===== src/hw/rtl/gbs_pkg.sv =====
// shared types and constants for the greedy box suppression block
// no dependencies
package gbs_pkg;

  localparam int unsigned MAX_BOXES  = 64;
  localparam int unsigned COORD_BITS = 12;
  localparam int unsigned SIZE_BITS  = COORD_BITS + 1;
  localparam int unsigned IDX_W      = $clog2(MAX_BOXES);
  localparam int unsigned CNT_W      = $clog2(MAX_BOXES + 1);
  localparam int unsigned AREA_W     = 2 * SIZE_BITS;
  localparam int unsigned UNI_W      = AREA_W + 1;
  localparam int unsigned BOX_W      = 2 * COORD_BITS + 2 * SIZE_BITS + 32;
  localparam int unsigned TDATA_W    = ((BOX_W + 7) / 8) * 8;
  localparam int unsigned CFG_W      = 8;

  // overlap test pipeline depth, from read data to compare result
  localparam int unsigned PIPE_LAT   = 4;

  localparam logic CFG_NUM = 1'b0;
  localparam logic CFG_DEN = 1'b1;

  typedef struct packed {
    logic [15:0]           tag;
    logic signed [15:0]    score;
    logic [SIZE_BITS-1:0]  h;
    logic [SIZE_BITS-1:0]  w;
    logic [COORD_BITS-1:0] y;
    logic [COORD_BITS-1:0] x;
  } box_t;

  typedef struct packed {
    logic             ld_nb;
    logic             ld_ref;
    logic             ld_out;
    logic             rd_en;
    logic [IDX_W-1:0] rd_addr;
    logic             wr_en;
    logic [IDX_W-1:0] wr_addr;
    logic             wr_sel_nb;
  } gbs_cmd_t;

  typedef struct packed {
    logic score_lt;
    logic suppress;
  } gbs_sts_t;

endpackage


===== src/hw/rtl/gbs_ctrl.sv =====
// sequencer for loading, sorted insertion, suppression and emission
// depends on gbs_pkg
module gbs_ctrl (
  input  logic              clk_i,
  input  logic              rst_ni,
  input  logic              in_valid_i,
  input  logic              in_last_i,
  output logic              in_ready_o,
  input  logic              out_ready_i,
  output logic              out_valid_o,
  output logic              out_last_o,
  output logic              out_dropped_o,
  input  gbs_pkg::gbs_sts_t sts_i,
  output gbs_pkg::gbs_cmd_t cmd_o
);

  localparam int unsigned CW = gbs_pkg::CNT_W;
  localparam int unsigned IW = gbs_pkg::IDX_W;

  localparam logic [3:0] S_IDLE    = 4'd0;
  localparam logic [3:0] S_INS_CHK = 4'd1;
  localparam logic [3:0] S_INS_CMP = 4'd2;
  localparam logic [3:0] S_INS_END = 4'd3;
  localparam logic [3:0] S_SUP_LD  = 4'd4;
  localparam logic [3:0] S_SUP_LDW = 4'd5;
  localparam logic [3:0] S_SUP_J   = 4'd6;
  localparam logic [3:0] S_SUP_W   = 4'd7;
  localparam logic [3:0] S_EM_CHK  = 4'd8;
  localparam logic [3:0] S_EM_RD   = 4'd9;
  localparam logic [3:0] S_EM_WAIT = 4'd10;
  localparam logic [3:0] S_CLR     = 4'd11;

  logic [3:0] state_q, state_d;
  logic [CW-1:0] count_q, count_d, pos_q, pos_d, i_q, i_d, j_q, j_d, lk_q, lk_d;
  logic [2:0] wcnt_q, wcnt_d;
  logic last_q, last_d, ovf_q, ovf_d, keep_q, keep_d;
  logic ov_q, ov_d, ol_q, ol_d;
  logic [gbs_pkg::MAX_BOXES-1:0] marks_q, marks_d;
  logic [CW-1:0] pos_m1;

  assign pos_m1 = pos_q - CW'(1);

  always_comb begin
    state_d = state_q;
    count_d = count_q;
    pos_d   = pos_q;
    i_d     = i_q;
    j_d     = j_q;
    lk_d    = lk_q;
    wcnt_d  = wcnt_q;
    last_d  = last_q;
    ovf_d   = ovf_q;
    keep_d  = keep_q;
    ov_d    = ov_q;
    ol_d    = ol_q;
    marks_d = marks_q;
    cmd_o   = '0;
    in_ready_o = (state_q == S_IDLE);
    case (state_q)
      S_IDLE: begin
        if (in_valid_i) begin
          last_d = in_last_i;
          if (count_q < CW'(gbs_pkg::MAX_BOXES)) begin
            cmd_o.ld_nb = 1'b1;
            pos_d   = count_q;
            state_d = S_INS_CHK;
          end else begin
            ovf_d = 1'b1;
            if (in_last_i) begin
              i_d     = '0;
              state_d = S_SUP_LD;
            end
          end
        end
      end
      S_INS_CHK: begin
        if (pos_q == '0) begin
          cmd_o.wr_en     = 1'b1;
          cmd_o.wr_sel_nb = 1'b1;
          cmd_o.wr_addr   = pos_q[IW-1:0];
          state_d = S_INS_END;
        end else begin
          cmd_o.rd_en   = 1'b1;
          cmd_o.rd_addr = pos_m1[IW-1:0];
          state_d = S_INS_CMP;
        end
      end
      S_INS_CMP: begin
        cmd_o.wr_en   = 1'b1;
        cmd_o.wr_addr = pos_q[IW-1:0];
        if (sts_i.score_lt) begin
          pos_d   = pos_m1;
          state_d = S_INS_CHK;
        end else begin
          cmd_o.wr_sel_nb = 1'b1;
          state_d = S_INS_END;
        end
      end
      S_INS_END: begin
        count_d = count_q + CW'(1);
        i_d     = '0;
        state_d = last_q ? S_SUP_LD : S_IDLE;
      end
      S_SUP_LD: begin
        cmd_o.rd_en   = 1'b1;
        cmd_o.rd_addr = i_q[IW-1:0];
        state_d = S_SUP_LDW;
      end
      S_SUP_LDW: begin
        cmd_o.ld_ref = 1'b1;
        j_d     = '0;
        keep_d  = 1'b1;
        state_d = S_SUP_J;
      end
      S_SUP_J: begin
        if ((j_q == i_q) || !keep_q) begin
          marks_d[i_q[IW-1:0]] = keep_q;
          if (keep_q) lk_d = i_q;
          i_d = i_q + CW'(1);
          if (i_q + CW'(1) == count_q) begin
            i_d     = '0;
            state_d = S_EM_CHK;
          end else begin
            state_d = S_SUP_LD;
          end
        end else if (!marks_q[j_q[IW-1:0]]) begin
          j_d = j_q + CW'(1);
        end else begin
          cmd_o.rd_en   = 1'b1;
          cmd_o.rd_addr = j_q[IW-1:0];
          wcnt_d  = '0;
          state_d = S_SUP_W;
        end
      end
      S_SUP_W: begin
        if (wcnt_q == 3'(gbs_pkg::PIPE_LAT)) begin
          if (sts_i.suppress) keep_d = 1'b0;
          j_d     = j_q + CW'(1);
          state_d = S_SUP_J;
        end else begin
          wcnt_d = wcnt_q + 3'd1;
        end
      end
      S_EM_CHK: begin
        if (i_q == count_q) begin
          state_d = S_CLR;
        end else if (!marks_q[i_q[IW-1:0]]) begin
          i_d = i_q + CW'(1);
        end else begin
          cmd_o.rd_en   = 1'b1;
          cmd_o.rd_addr = i_q[IW-1:0];
          state_d = S_EM_RD;
        end
      end
      S_EM_RD: begin
        cmd_o.ld_out = 1'b1;
        ov_d    = 1'b1;
        ol_d    = (i_q == lk_q);
        state_d = S_EM_WAIT;
      end
      S_EM_WAIT: begin
        if (out_ready_i) begin
          ov_d    = 1'b0;
          i_d     = i_q + CW'(1);
          state_d = S_EM_CHK;
        end
      end
      S_CLR: begin
        count_d = '0;
        ovf_d   = 1'b0;
        marks_d = '0;
        state_d = S_IDLE;
      end
      default: state_d = S_IDLE;
    endcase
  end

  always_ff @(posedge clk_i or negedge rst_ni) begin
    if (!rst_ni) begin
      state_q <= S_IDLE;
      count_q <= '0;
      pos_q   <= '0;
      i_q     <= '0;
      j_q     <= '0;
      lk_q    <= '0;
      wcnt_q  <= '0;
      last_q  <= 1'b0;
      ovf_q   <= 1'b0;
      keep_q  <= 1'b0;
      ov_q    <= 1'b0;
      ol_q    <= 1'b0;
      marks_q <= '0;
    end else begin
      state_q <= state_d;
      count_q <= count_d;
      pos_q   <= pos_d;
      i_q     <= i_d;
      j_q     <= j_d;
      lk_q    <= lk_d;
      wcnt_q  <= wcnt_d;
      last_q  <= last_d;
      ovf_q   <= ovf_d;
      keep_q  <= keep_d;
      ov_q    <= ov_d;
      ol_q    <= ol_d;
      marks_q <= marks_d;
    end
  end

  assign out_valid_o   = ov_q;
  assign out_last_o    = ol_q;
  assign out_dropped_o = ovf_q;

endmodule


===== config.mk =====
export PLATFORM = sky130hd
export DESIGN_NAME = gbs_ctrl
export DESIGN_NICKNAME = d
export VERILOG_FILES = /design/src/hw/rtl/gbs_pkg.sv /design/src/hw/rtl/gbs_ctrl.sv
export SDC_FILE = /design/constraint.sdc
export NUM_CORES = 1
export LEC_CHECK = 0
export BUFFER_PORTS_ARGS = -buffer_cell sky130_fd_sc_hd__buf_2
export CORE_MARGIN = 2
export CORE_UTILIZATION = 50
export CTS_CLUSTER_SIZE = 12
export DETAILED_ROUTE_END_ITERATION = 12
export HOLD_SLACK_MARGIN = 0.03
export PLACE_DENSITY = 0.73
export SYNTH_ARGS = -nofsm -noshare
export SYNTH_HDL_FRONTEND = slang
export SYNTH_SLANG_ARGS = --single-unit

===== constraint.sdc =====
create_clock -name clk_i -period 2.5 [get_ports clk_i]
set_input_delay 0.375 -clock clk_i [delete_from_list [all_inputs] [get_ports clk_i]]
set_output_delay 0.375 -clock clk_i [all_outputs]
set_load 0.02 [all_outputs]

==> qor.yml, run 1 <==
power:
  p_int_mw: 4.25
  pwr-share-comb_pct: 47.1
  total_leakage_power_nw: 4.56
  pwr-share-clk_pct: 21.7
  p_seq_share_pct: 31.2
  power_switching_share_pct: 39.4
  p_per_area_nw_per_um2: 727
  max-vdd-ir-drop_uv: 490
  switchingPower_mw: 2.76
die:
  ios: 29
  core-area_um2: 14400
  start_util_pct: 50.6
  num_rows: 44
  die_width_um: 125
  fp.dieArea_um2: 15500
  die_h_um: 125
clock_network:
  worstSkewPairLatency_ns: 0.37
  clockBufferDepth: 2
  clk_pin_slew_ns: 0.07
  cts_buffers: 9
  root_buffer: "clkbuf_16"
  cts_sinks: 111
  htreeDepth: 3
  cts_tree: "yes"
worst_setup_path:
  r2r-start: "i_q[1]"
  end_kind: "output port"
  critPathMaxFanout: 7
  worstRegToRegCells: 11
  reg2reg_to: "i_q[5]"
  r2r_setup_slack_ns: -0.37
  crit_chain: "mux2_4, a221o_1, o2bb2ai_1, a22o_1, nor4_4, o31ai_4, or3_4, buf_6"
  slowest_stage: "dfrtp_2"
  critical_path_class: "reg -> out"
  critPathLaunchType: "flip-flop"
  critPathLaunch: "i_q[1]"
  max_stage_delay_ns: 0.45
  required_ns: 2.12
  crit_arrival_ns: 2.83
synthesis:
  yosys_warnings: 0
  synth.area.top_cells: "dfrtp_1 (38%), mux2i_1 (11%), nor2_1 (6.8%), mux4_2 (5.6%), nand2_1 (5.2%)"
  synth_fp_nets: 822
  syn_area_um2: 7280
  yosysTopAreaCell: "dfrtp_1"
  async_flop_share_pct: 100
  ys_seq_area_share_pct: 38.2
  avgSynthCellArea_um2: 9.00
  synth_ff_type: "dfrtp_1"
  synth_cell_types: 67
  synth_edf_count: 0
  syn_inst: 808
  synth-seq-cells: 111
  netlist.area_leader.share_pct: 38.2
layout:
  fillerInstances: 1014
  drive_above_1_share_pct: 35.0
  seqCellArea_um2: 2790
  multi_input_area_um2: 4530
  final_common_cell: "buf_4"
  num-nets-final: 981
  most-common-layout-cells: "buf_4 (157), nor2_1 (127), dfrtp_1 (105)"
  syn2layout_area_growth_pct: 32.4
  final_util_pct: 67.0
  diodes: 0
timing:
  worstMarginPinSlew_ns: 0.924
  relSlewSlack_pct: 38.4
  hold_viol_final: 0
  rsz0062_at_grt: "yes"
  worst_slack_ns: -0.702
  fin_skew_ns: 0.0141
  setup_viol: 40
  hold_ws_ns: 0.284
  slew_violations: 0
  fmax_mhz: 312
  finalCritPeriodShare_pct: 128
  period_needed_ns: 3.20
min_path:
  min_path_cells: 2
  hold_end: "last_q"
  min_from: "in_last_i"
  hold_class: "in -> reg"
placement:
  place_ws_ns: -0.380
  port-buffer-count: 28
  place_congestion: 0.930
  hpwlAfterDp_mm: 15.3
routing:
  vias: 6937
  drc_errors: 0
  totalWireLength_mm: 22.6
  dr.first_iter.drc_count: 816
  viasPerCell: 6.01
  firstDrtPassIters: 5
  wl_per_cell_um: 19.5
  drtAntennaViolNets: 0
status:
  violations: "negative setup slack"
  status: "finished, violations left"
flow_run:
  timing.max_cap.violations: 0
global_route:
  grt_max_degree: 70
  grt_pass1_wl_mm: 35.4
  grt_pass1_vias: 6591
  antenna_found_initial: 0
  track_usage_pct: 28.5
  grt-ovfl-total: 0
==> power by group through the flow <==
stage | logic (mW) | registers [mW] | clock network [mW]
global route | 3.51 | 2.21 | 1.60
global placement | 2.66 | 2.19 | 0
finish | 3.30 | 2.19 | 1.52
CTS | 3.07 | 2.17 | 1.53
detailed placement | 2.71 | 2.20 | 0
floorplan | 1.83 | 2.15 | 0
==> Yosys cell counts, drive strengths merged, types with 2 or more instances <==
cell,instances
nor4,5
nor2,132
dfrtp,111
o211ai,6
o41ai,3
or2,4
o22ai,2
a22o,4
and3,6
a221o,2
mux2,13
nand3b,4
ha,7
inv,14
xnor2,23
and2,9
a21o,2
mux2i,79
mux4,19
buf,24
nor3,13
nor3b,2
nor2b,10
xor2,17
nand4,6
a21oi,29
a31oi,6
or3,6
o21ai,40
clkbuf,39
and3b,4
a22oi,11
nand3,28
o22a,4
nand2b,4
o31ai,5
nand2,100
==> per-stage QoR <==
step / total power [mW] / instances / TNS [ns] / instance area, µm²
floorplan: 3.98 / 808 / -0.402 / 7330
global placement: 4.85 / 1118 / -5.74 / 8680
detailed placement: 4.91 / 1118 / -8.54 / 8680
CTS: 6.76 / 1148 / -5.62 / 9400
global route: 7.32 / 1155 / -14.53 / 9630
finish: 7.01 / 1155 / -8.08 / 9630
==> what timing repair did <==
action,4_1_cts,5_1_grt
hold buffers,1,0
cloned,1,0
endpoints found under the setup margin,65,81
resized for setup,80,48
buffers inserted,16,9
endpoints found under the hold margin,26,0
pin swaps,21,12
==> sequential cells by signal (all words and copies together) (netlist names) <==
| name | cells |
|---|---|
| marks_q | 64 |
| pos_q | 7 |
| j_q | 7 |
| last_q | 1 |
| lk_q | 7 |
| count_q | 7 |
| out_valid_o | 1 |
| state_q | 4 |
| out_dropped_o | 1 |
| i_q | 7 |
| keep_q | 1 |
| out_last_o | 1 |
| wcnt_q | 3 |
==> cell families (layout without fill, tap and decap cells) <==
group                      Yosys count  in the layout  synth area share (%)
buffers and inverters               78            241                  5.00
AOI/OAI and AO/OA                  123            123                  10.9
xor gates and xnor gates            40             40                  4.82
and+or+nand+nor                    338            338                  21.1
muxes                              111            111                  18.8
adders and majority gates            7              7                  1.20
DFF                                111            111                  38.2
==> how the worst max path moves through the flow <==
stage,end,cells after the start
after floorplan,cmd_o[14],8
after global routing,cmd_o[14],9
after global placement,cmd_o[14],10
final,cmd_o[14],8
after detailed placement,cmd_o[8],10
after CTS,cmd_o[14],8
==> layer usage <==
layer	vias up	global-route usage, %	part of all wire, %
li1	3135	-	-
met1	3374	41.4	43
met2	377	43.9	46
met3	51	4.98	8.4
met4	0	8.86	2.6
met5	-	0	0
==> critical path: cells and delay by family (launching register included) <==
kind	cells	cell delay (ns)
compound gates	4	0.83
simple gates	2	0.75
flops	1	0.45
mux	1	0.30
buf+inv	1	0.14
==> layout make-up <==
class                      count  share of cell area, %
multi-input combinational    619                   47.0
sequential                   111                   28.9
timing repair buffer         211                   17.9
clock buffer                  10                   2.48
tap                          184                   2.39
clock inverter                 5                  0.675
inverter                      15                  0.584
No activity file was read; power rests on OpenSTA's default activity.
==> run 2: changes to the inputs <==
--- a/config.mk
+++ b/config.mk
@@ -11,7 +11,8 @@
 export CTS_CLUSTER_SIZE = 12
 export DETAILED_ROUTE_END_ITERATION = 12
 export HOLD_SLACK_MARGIN = 0.03
-export PLACE_DENSITY = 0.73
+export PLACE_DENSITY = 0.71
+export SETUP_SLACK_MARGIN = 0.4
 export SYNTH_ARGS = -nofsm -noshare
 export SYNTH_HDL_FRONTEND = slang
 export SYNTH_SLANG_ARGS = --single-unit
==> constraint.sdc (replaced) <==
create_clock -name clk_i -period 3 [get_ports clk_i]
set_input_delay 0.45 -clock clk_i [delete_from_list [all_inputs] [get_ports clk_i]]
set_output_delay 0.45 -clock clk_i [all_outputs]
set_load 0.02 [all_outputs]
==> qor.yml, run 2 (same netlist as run 1, synthesis figures left out) <==
worst_setup_path:
  crit_chain: "buf_12, mux4_2, mux2i_1, a22oi_1, a22o_1, and2_4, or3_4, buf_6"
  max_stage_delay_ns: 0.51  # +0.06 ns
  slowest_stage: "mux4_2"
  critPathTopFamily: "multiplexers"
  critical_path_class: "reg -> out"
  required_ns: 2.55  # +0.43 ns
  end_kind: "output port"
  critPathMaxFanout: 8  # +1
  cp_num_buf_inv: 2  # +1
  crit_arrival_ns: 2.86  # +0.03 ns
  critPathLaunchType: "flip-flop"
timing:
  worst_slack_ns: -0.310  # +0.392 ns
  hold_viol_final: 0  # unchanged
  period_needed_ns: 3.31
  slew_violations: 0  # unchanged
  finalCritPeriodShare_pct: 110
  relSlewSlack_pct: 42.4  # +4.0 points
  setup_tns_ns: -1.76  # +6.32 ns
  rsz0062_at_grt: "yes"
  worstMarginPinSlew_ns: 0.864  # -0.0602 ns
  setup_viol: 7  # -83%
  fin_skew_ns: 0.0127  # -0.00144 ns
  fmax_mhz: 302
  hold_ws_ns: 0.0665  # -0.218 ns
routing:
  firstDrtPassIters: 5  # unchanged
  viasPerCell: 5.87  # -2.2%
  drc_errors: 0  # unchanged
  wl_per_cell_um: 19.0  # -3.0%
  totalWireLength_mm: 20.0  # -11%
  dr.first_iter.drc_count: 650  # -20%
  drtAntennaViolNets: 0  # unchanged
  vias: 6203  # -11%
layout:
  final_common_cell: "nor2_1"
  largest_register: "marks_q"
  most-common-layout-cells: "nor2_1 (125), dfrtp_1 (100), nand2_1 (99)"
  num-nets-final: 881  # -10%
  syn2layout_area_growth_pct: 20.4
  stdcell_area_um2: 8760  # -9.1%
  largest_register_ffs: 64  # unchanged
  diodes: 0  # unchanged
  fillerInstances: 1187  # +17%
  drive_above_1_share_pct: 26.7  # -8.3 points
status:
  status: "finished, violations left"
  violations: "negative setup slack"
placement:
  place_congestion: 0.954  # +2.6%
  hpwlAfterDp_mm: 13.8  # -10%
  port-buffer-count: 28  # unchanged
  placedInstanceArea_um2: 7940  # -8.5%
clock_network:
  hold_buffers: 0  # -1
  worstSkewPairLatency_ns: 0.38  # about the same
  cts_sinks: 111  # unchanged
  htreeDepth: 3  # unchanged
  clockBufferDepth: 2  # unchanged
  cts_buffers: 9  # unchanged
  clk_pin_slew_ns: 0.09  # +0.02 ns
  cts_tree: "yes"
  root_buffer: "clkbuf_16"
flow_run:
  timing.max_cap.violations: 0  # unchanged
power:
  max-vdd-ir-drop_uv: 354  # -28%
  p_total_mw: 5.53  # -21%
  p_per_area_nw_per_um2: 631  # -13%
  total_leakage_power_nw: 4.00  # -12%
global_route:
  grt_pass1_vias: 5949  # -9.7%
  grt-ovfl-total: 0  # unchanged
  track_usage_pct: 26.3  # -2.2 points
  antenna_found_initial: 0  # unchanged
  grt_pass1_wl_mm: 32.6  # -7.9%
  grt_max_degree: 69  # -1.4%
die:
  num_rows: 44  # unchanged
  die_h_um: 125  # unchanged
  ios: 29  # unchanged
  fp.dieArea_um2: 15500  # unchanged
  die_width_um: 125  # unchanged
  core-area_um2: 14400  # unchanged
  start_util_pct: 50.6  # unchanged
min_path:
  hold_class: "in -> async"
run 2: cell types whose count changed in the layout (fill, tap and decap cells not counted), sizes merged:
cell,before,now
clkinvlp,0,1
buf,210,109
bufbuf,0,1
dlygate4sd3,1,0
bufinv,1,0
inv,16,18
run 2: final cells by class:
class / count / area [µm²] / area share, %
clock buffers: 9 / 225 / 2.57
clock inverters: 7 / 83.8 / 0.957
well taps: 184 / 230 / 2.63
multi-input cells: 619 / 4420 / 50.4
repair buffers: 111 / 948 / 10.8
flip-flops and latches: 111 / 2800 / 31.9
inverters: 15 / 60.1 / 0.686
run 2: through the flow:
| step | utilization (%) | std cells | worst slack, ns |
|---|---|---|---|
| after floorplan | - | 808 | 0.265 |
| after global placement | 55.3 | 1021 | -0.0564 |
| after detailed placement | 55.3 | 1021 | -0.0707 |
| after CTS | 58.9 | 1045 | -0.263 |
| after global routing | 61.0 | 1056 | -0.373 |
| final | 61.0 | 1056 | -0.310 |
run 2: report_power, final:
group / switching, mW / total (mW) / internal, mW
registers: 0.258 / 1.90 / 1.64
logic: 1.35 / 2.38 / 1.02
clock network: 0.653 / 1.26 / 0.602
run 2: repair_timing:
item	4_1_cts	5_1_grt
pin swaps	7	10
setup endpoints to repair	76	81
gates resized for setup	42	61
setup buffers	7	11
endpoints found under the hold margin	0	0
gates cloned	1	0
run 2: final timing paths:
path                            from     endpoint  slack, ns  cells after the start
max                           j_q[0]    cmd_o[14]      -0.31                      8
min                           rst_ni  marks_q[45]       0.07                      1
max reg2reg                   j_q[0]       j_q[4]       0.28                     10
min reg2reg                 pos_q[6]     pos_q[6]       0.50                      1
max in group asynchronous     rst_ni   state_q[3]       2.15                      2
min in group clk_i         in_last_i       last_q       0.36                      2
run 2: layer usage:
metal,track usage (%),part of all wire [%]
met5,0,0
met3,4.64,6.5
met2,38.7,45
met1,39.5,46
met4,8.79,2.6
==> run 3: changes to the inputs <==
==> constraint.sdc (replaced) <==
create_clock -name clk_i -period 3 [get_ports clk_i]
set_input_delay 0.6 -clock clk_i [delete_from_list [all_inputs] [get_ports clk_i]]
set_output_delay 0.6 -clock clk_i [all_outputs]
set_load 0.02 [all_outputs]
==> qor.yml, run 3 (same netlist as run 1, synthesis figures left out) <==
worst_setup_path:
  crit_arrival_ns: 2.81  # -0.05 ns
  end_kind: "output port"
  critical_path_class: "reg -> out"
  slowest_stage: "mux4_2"
  critPathMaxFanout: 7  # -1
  critPathLaunchType: "flip-flop"
  max_stage_delay_ns: 0.48  # -0.03 ns
  crit_chain: "buf_4, mux4_2, mux2i_1, o22ai_1, nor4_4, buf_4, o31ai_4, buf_6, or3_4, buf_6"
  required_ns: 2.40  # -0.15 ns
routing:
  drc_errors: 0  # unchanged
  drtAntennaViolNets: 0  # unchanged
  viasPerCell: 5.93  # +0.91%
  dr.first_iter.drc_count: 698  # +7.4%
  firstDrtPassIters: 5  # unchanged
  vias: 6443  # +3.9%
  totalWireLength_mm: 20.5  # +2.2%
  wl_per_cell_um: 18.8  # -0.67%
layout:
  syn2layout_area_growth_pct: 23.8
  largest_register_ffs: 64  # unchanged
  diodes: 0  # unchanged
  drive_above_1_share_pct: 28.7  # +2.0 points
  most-common-layout-cells: "nor2_1 (126), dfrtp_1 (103), nand2_1 (100)"
  stdcell_area_um2: 9010  # +2.8%
  num-nets-final: 912  # +3.5%
  largest_register: "marks_q"
  final_common_cell: "nor2_1"
power:
  pwr-share-clk_pct: 23.5  # +0.8 points
  p_int_mw: 3.56  # +9.1%
  p_per_area_nw_per_um2: 643  # +1.9%
  p_seq_share_pct: 32.1  # -2.2 points
  pwr-share-comb_pct: 44.4  # +1.4 points
  power_switching_share_pct: 38.5  # -2.4 points
  total_leakage_power_nw: 4.21  # +5.2%
  switchingPower_mw: 2.23  # -1.5%
  p_total_mw: 5.79  # +4.8%
  max-vdd-ir-drop_uv: 334  # -5.7%
die:
  die_h_um: 125  # unchanged
  ios: 29  # unchanged
  fp.dieArea_um2: 15500  # unchanged
  core-area_um2: 14400  # unchanged
  start_util_pct: 50.6  # unchanged
  die_width_um: 125  # unchanged
  num_rows: 44  # unchanged
clock_network:
  root_buffer: "clkbuf_16"
  cts_buffers: 9  # unchanged
  cts_tree: "yes"
  worstSkewPairLatency_ns: 0.36  # -0.02 ns
  cts_sinks: 111  # unchanged
  htreeDepth: 3  # unchanged
  clockBufferDepth: 2  # unchanged
  clk_pin_slew_ns: 0.08  # about the same
placement:
  hpwlAfterDp_mm: 14.1  # +2.6%
  place_congestion: 0.957  # +0.30%
  placedInstanceArea_um2: 8170  # +2.9%
  port-buffer-count: 28  # unchanged
status:
  violations: "negative setup slack"
  status: "finished, violations left"
global_route:
  track_usage_pct: 26.5  # +0.14 points
  grt_max_degree: 70  # +1.4%
  grt_pass1_vias: 5985  # +0.61%
  grt_pass1_wl_mm: 32.7  # +0.40%
  antenna_found_initial: 0  # unchanged
  grt-ovfl-total: 0  # unchanged
min_path:
  hold_class: "in -> async"
timing:
  worst_slack_ns: -0.406  # -0.0963 ns
  setup_viol: 7  # unchanged
  relSlewSlack_pct: 38.0  # -4.4 points
  period_needed_ns: 3.41  # +0.0963 ns
  worstMarginPinSlew_ns: 0.930  # +0.0665 ns
  hold_viol_final: 0  # unchanged
  rsz0062_at_grt: "yes"
  fin_skew_ns: 0.00902  # -0.00367 ns
  slew_violations: 0  # unchanged
  finalCritPeriodShare_pct: 114  # +3.2 points
  fmax_mhz: 294  # -2.8%
flow_run:
  timing.max_cap.violations: 0  # unchanged
run 3: cell types whose count changed in the layout (fill, tap and decap cells not counted), moves of 3 or more:
| cell | previous run | this run |
|---|---|---|
| dfrtp_1 | 100 | 103 |
| o21ai_2 | 13 | 10 |
| buf_4 | 66 | 98 |
| buf_12 | 6 | 10 |
run 3: repair_timing:
item | in CTS | in global routing
pin swaps | 14 | 7
setup buffers | 10 | 14
hold buffers | 0 | 0
cloned | 0 | 1
resized for setup | 56 | 35
endpoints found under the setup margin | 65 | 80
run 3: critical path, delay by kind of cell (launching register included):
family | cells | cell delay [ns]
buffers and inverters | 4 | 0.61
AO/OA/AOI/OAI | 2 | 0.19
flip-flops | 1 | 0.40
multiplexers | 2 | 0.63
AND/OR/NAND/NOR | 2 | 0.61
run 3: layer usage:
metal | vias up | GRT usage, % | part of all wire, %
met5 | - | 0 | 0
met2 | 272 | 38.7 | 45
met4 | 0 | 8.99 | 2.3
li1 | 3005 | - | -
met1 | 3132 | 40.3 | 46
met3 | 34 | 4.04 | 6.7
run 3: metrics by stage:
stage	utilization (%)	TNS, ns	instances	setup WS, ns	hold WS (ns)
final	62.7	-2.53	1087	-0.406	0.238
after global routing	62.7	-3.20	1087	-0.499	0.283
after CTS	61.1	-2.74	1072	-0.402	0.256
after detailed placement	56.9	-0.0486	1046	-0.0464	0.495
after global placement	56.9	-0.0287	1046	-0.0287	0.479
after floorplan	-	0	808	0.118	0.304
run 3: area by class of cell:
type / count / area (µm²)
multi-input cells: 619 / 4400
flip-flops and latches: 111 / 2790
clock inverters: 6 / 97.6
well taps: 184 / 230
clock buffers: 10 / 239
repair buffers: 142 / 1190
fillers: 1161 / 5360
inverters: 15 / 61.3
run 3: power groups by stage:
| stage | Clock (mW) | Sequential [mW] | Combinational, mW |
|---|---|---|---|
| 3_3_place_gp | 0 | 1.86 | 2.08 |
| 2_1_floorplan | 0 | 1.79 | 1.53 |
| 3_5_place_dp | 0 | 1.86 | 2.09 |
| 5_1_grt | 1.44 | 1.89 | 2.78 |
| 6_report | 1.36 | 1.86 | 2.57 |
| 4_1_cts | 1.38 | 1.84 | 2.33 |
run 3: path summary, 6_finish.rpt:
kind,end,cells after the start,startpoint,slack (ns)
setup / recovery,cmd_o[14],10,i_q[1],-0.41
hold / removal,marks_q[62],1,rst_ni,0.24
setup reg to reg,i_q[5],12,i_q[1],0.28
hold reg to reg,out_last_o,1,out_last_o,0.51
max in group asynchronous,count_q[4],2,rst_ni,1.98
min in group clk_i,out_last_o,1,out_last_o,0.51
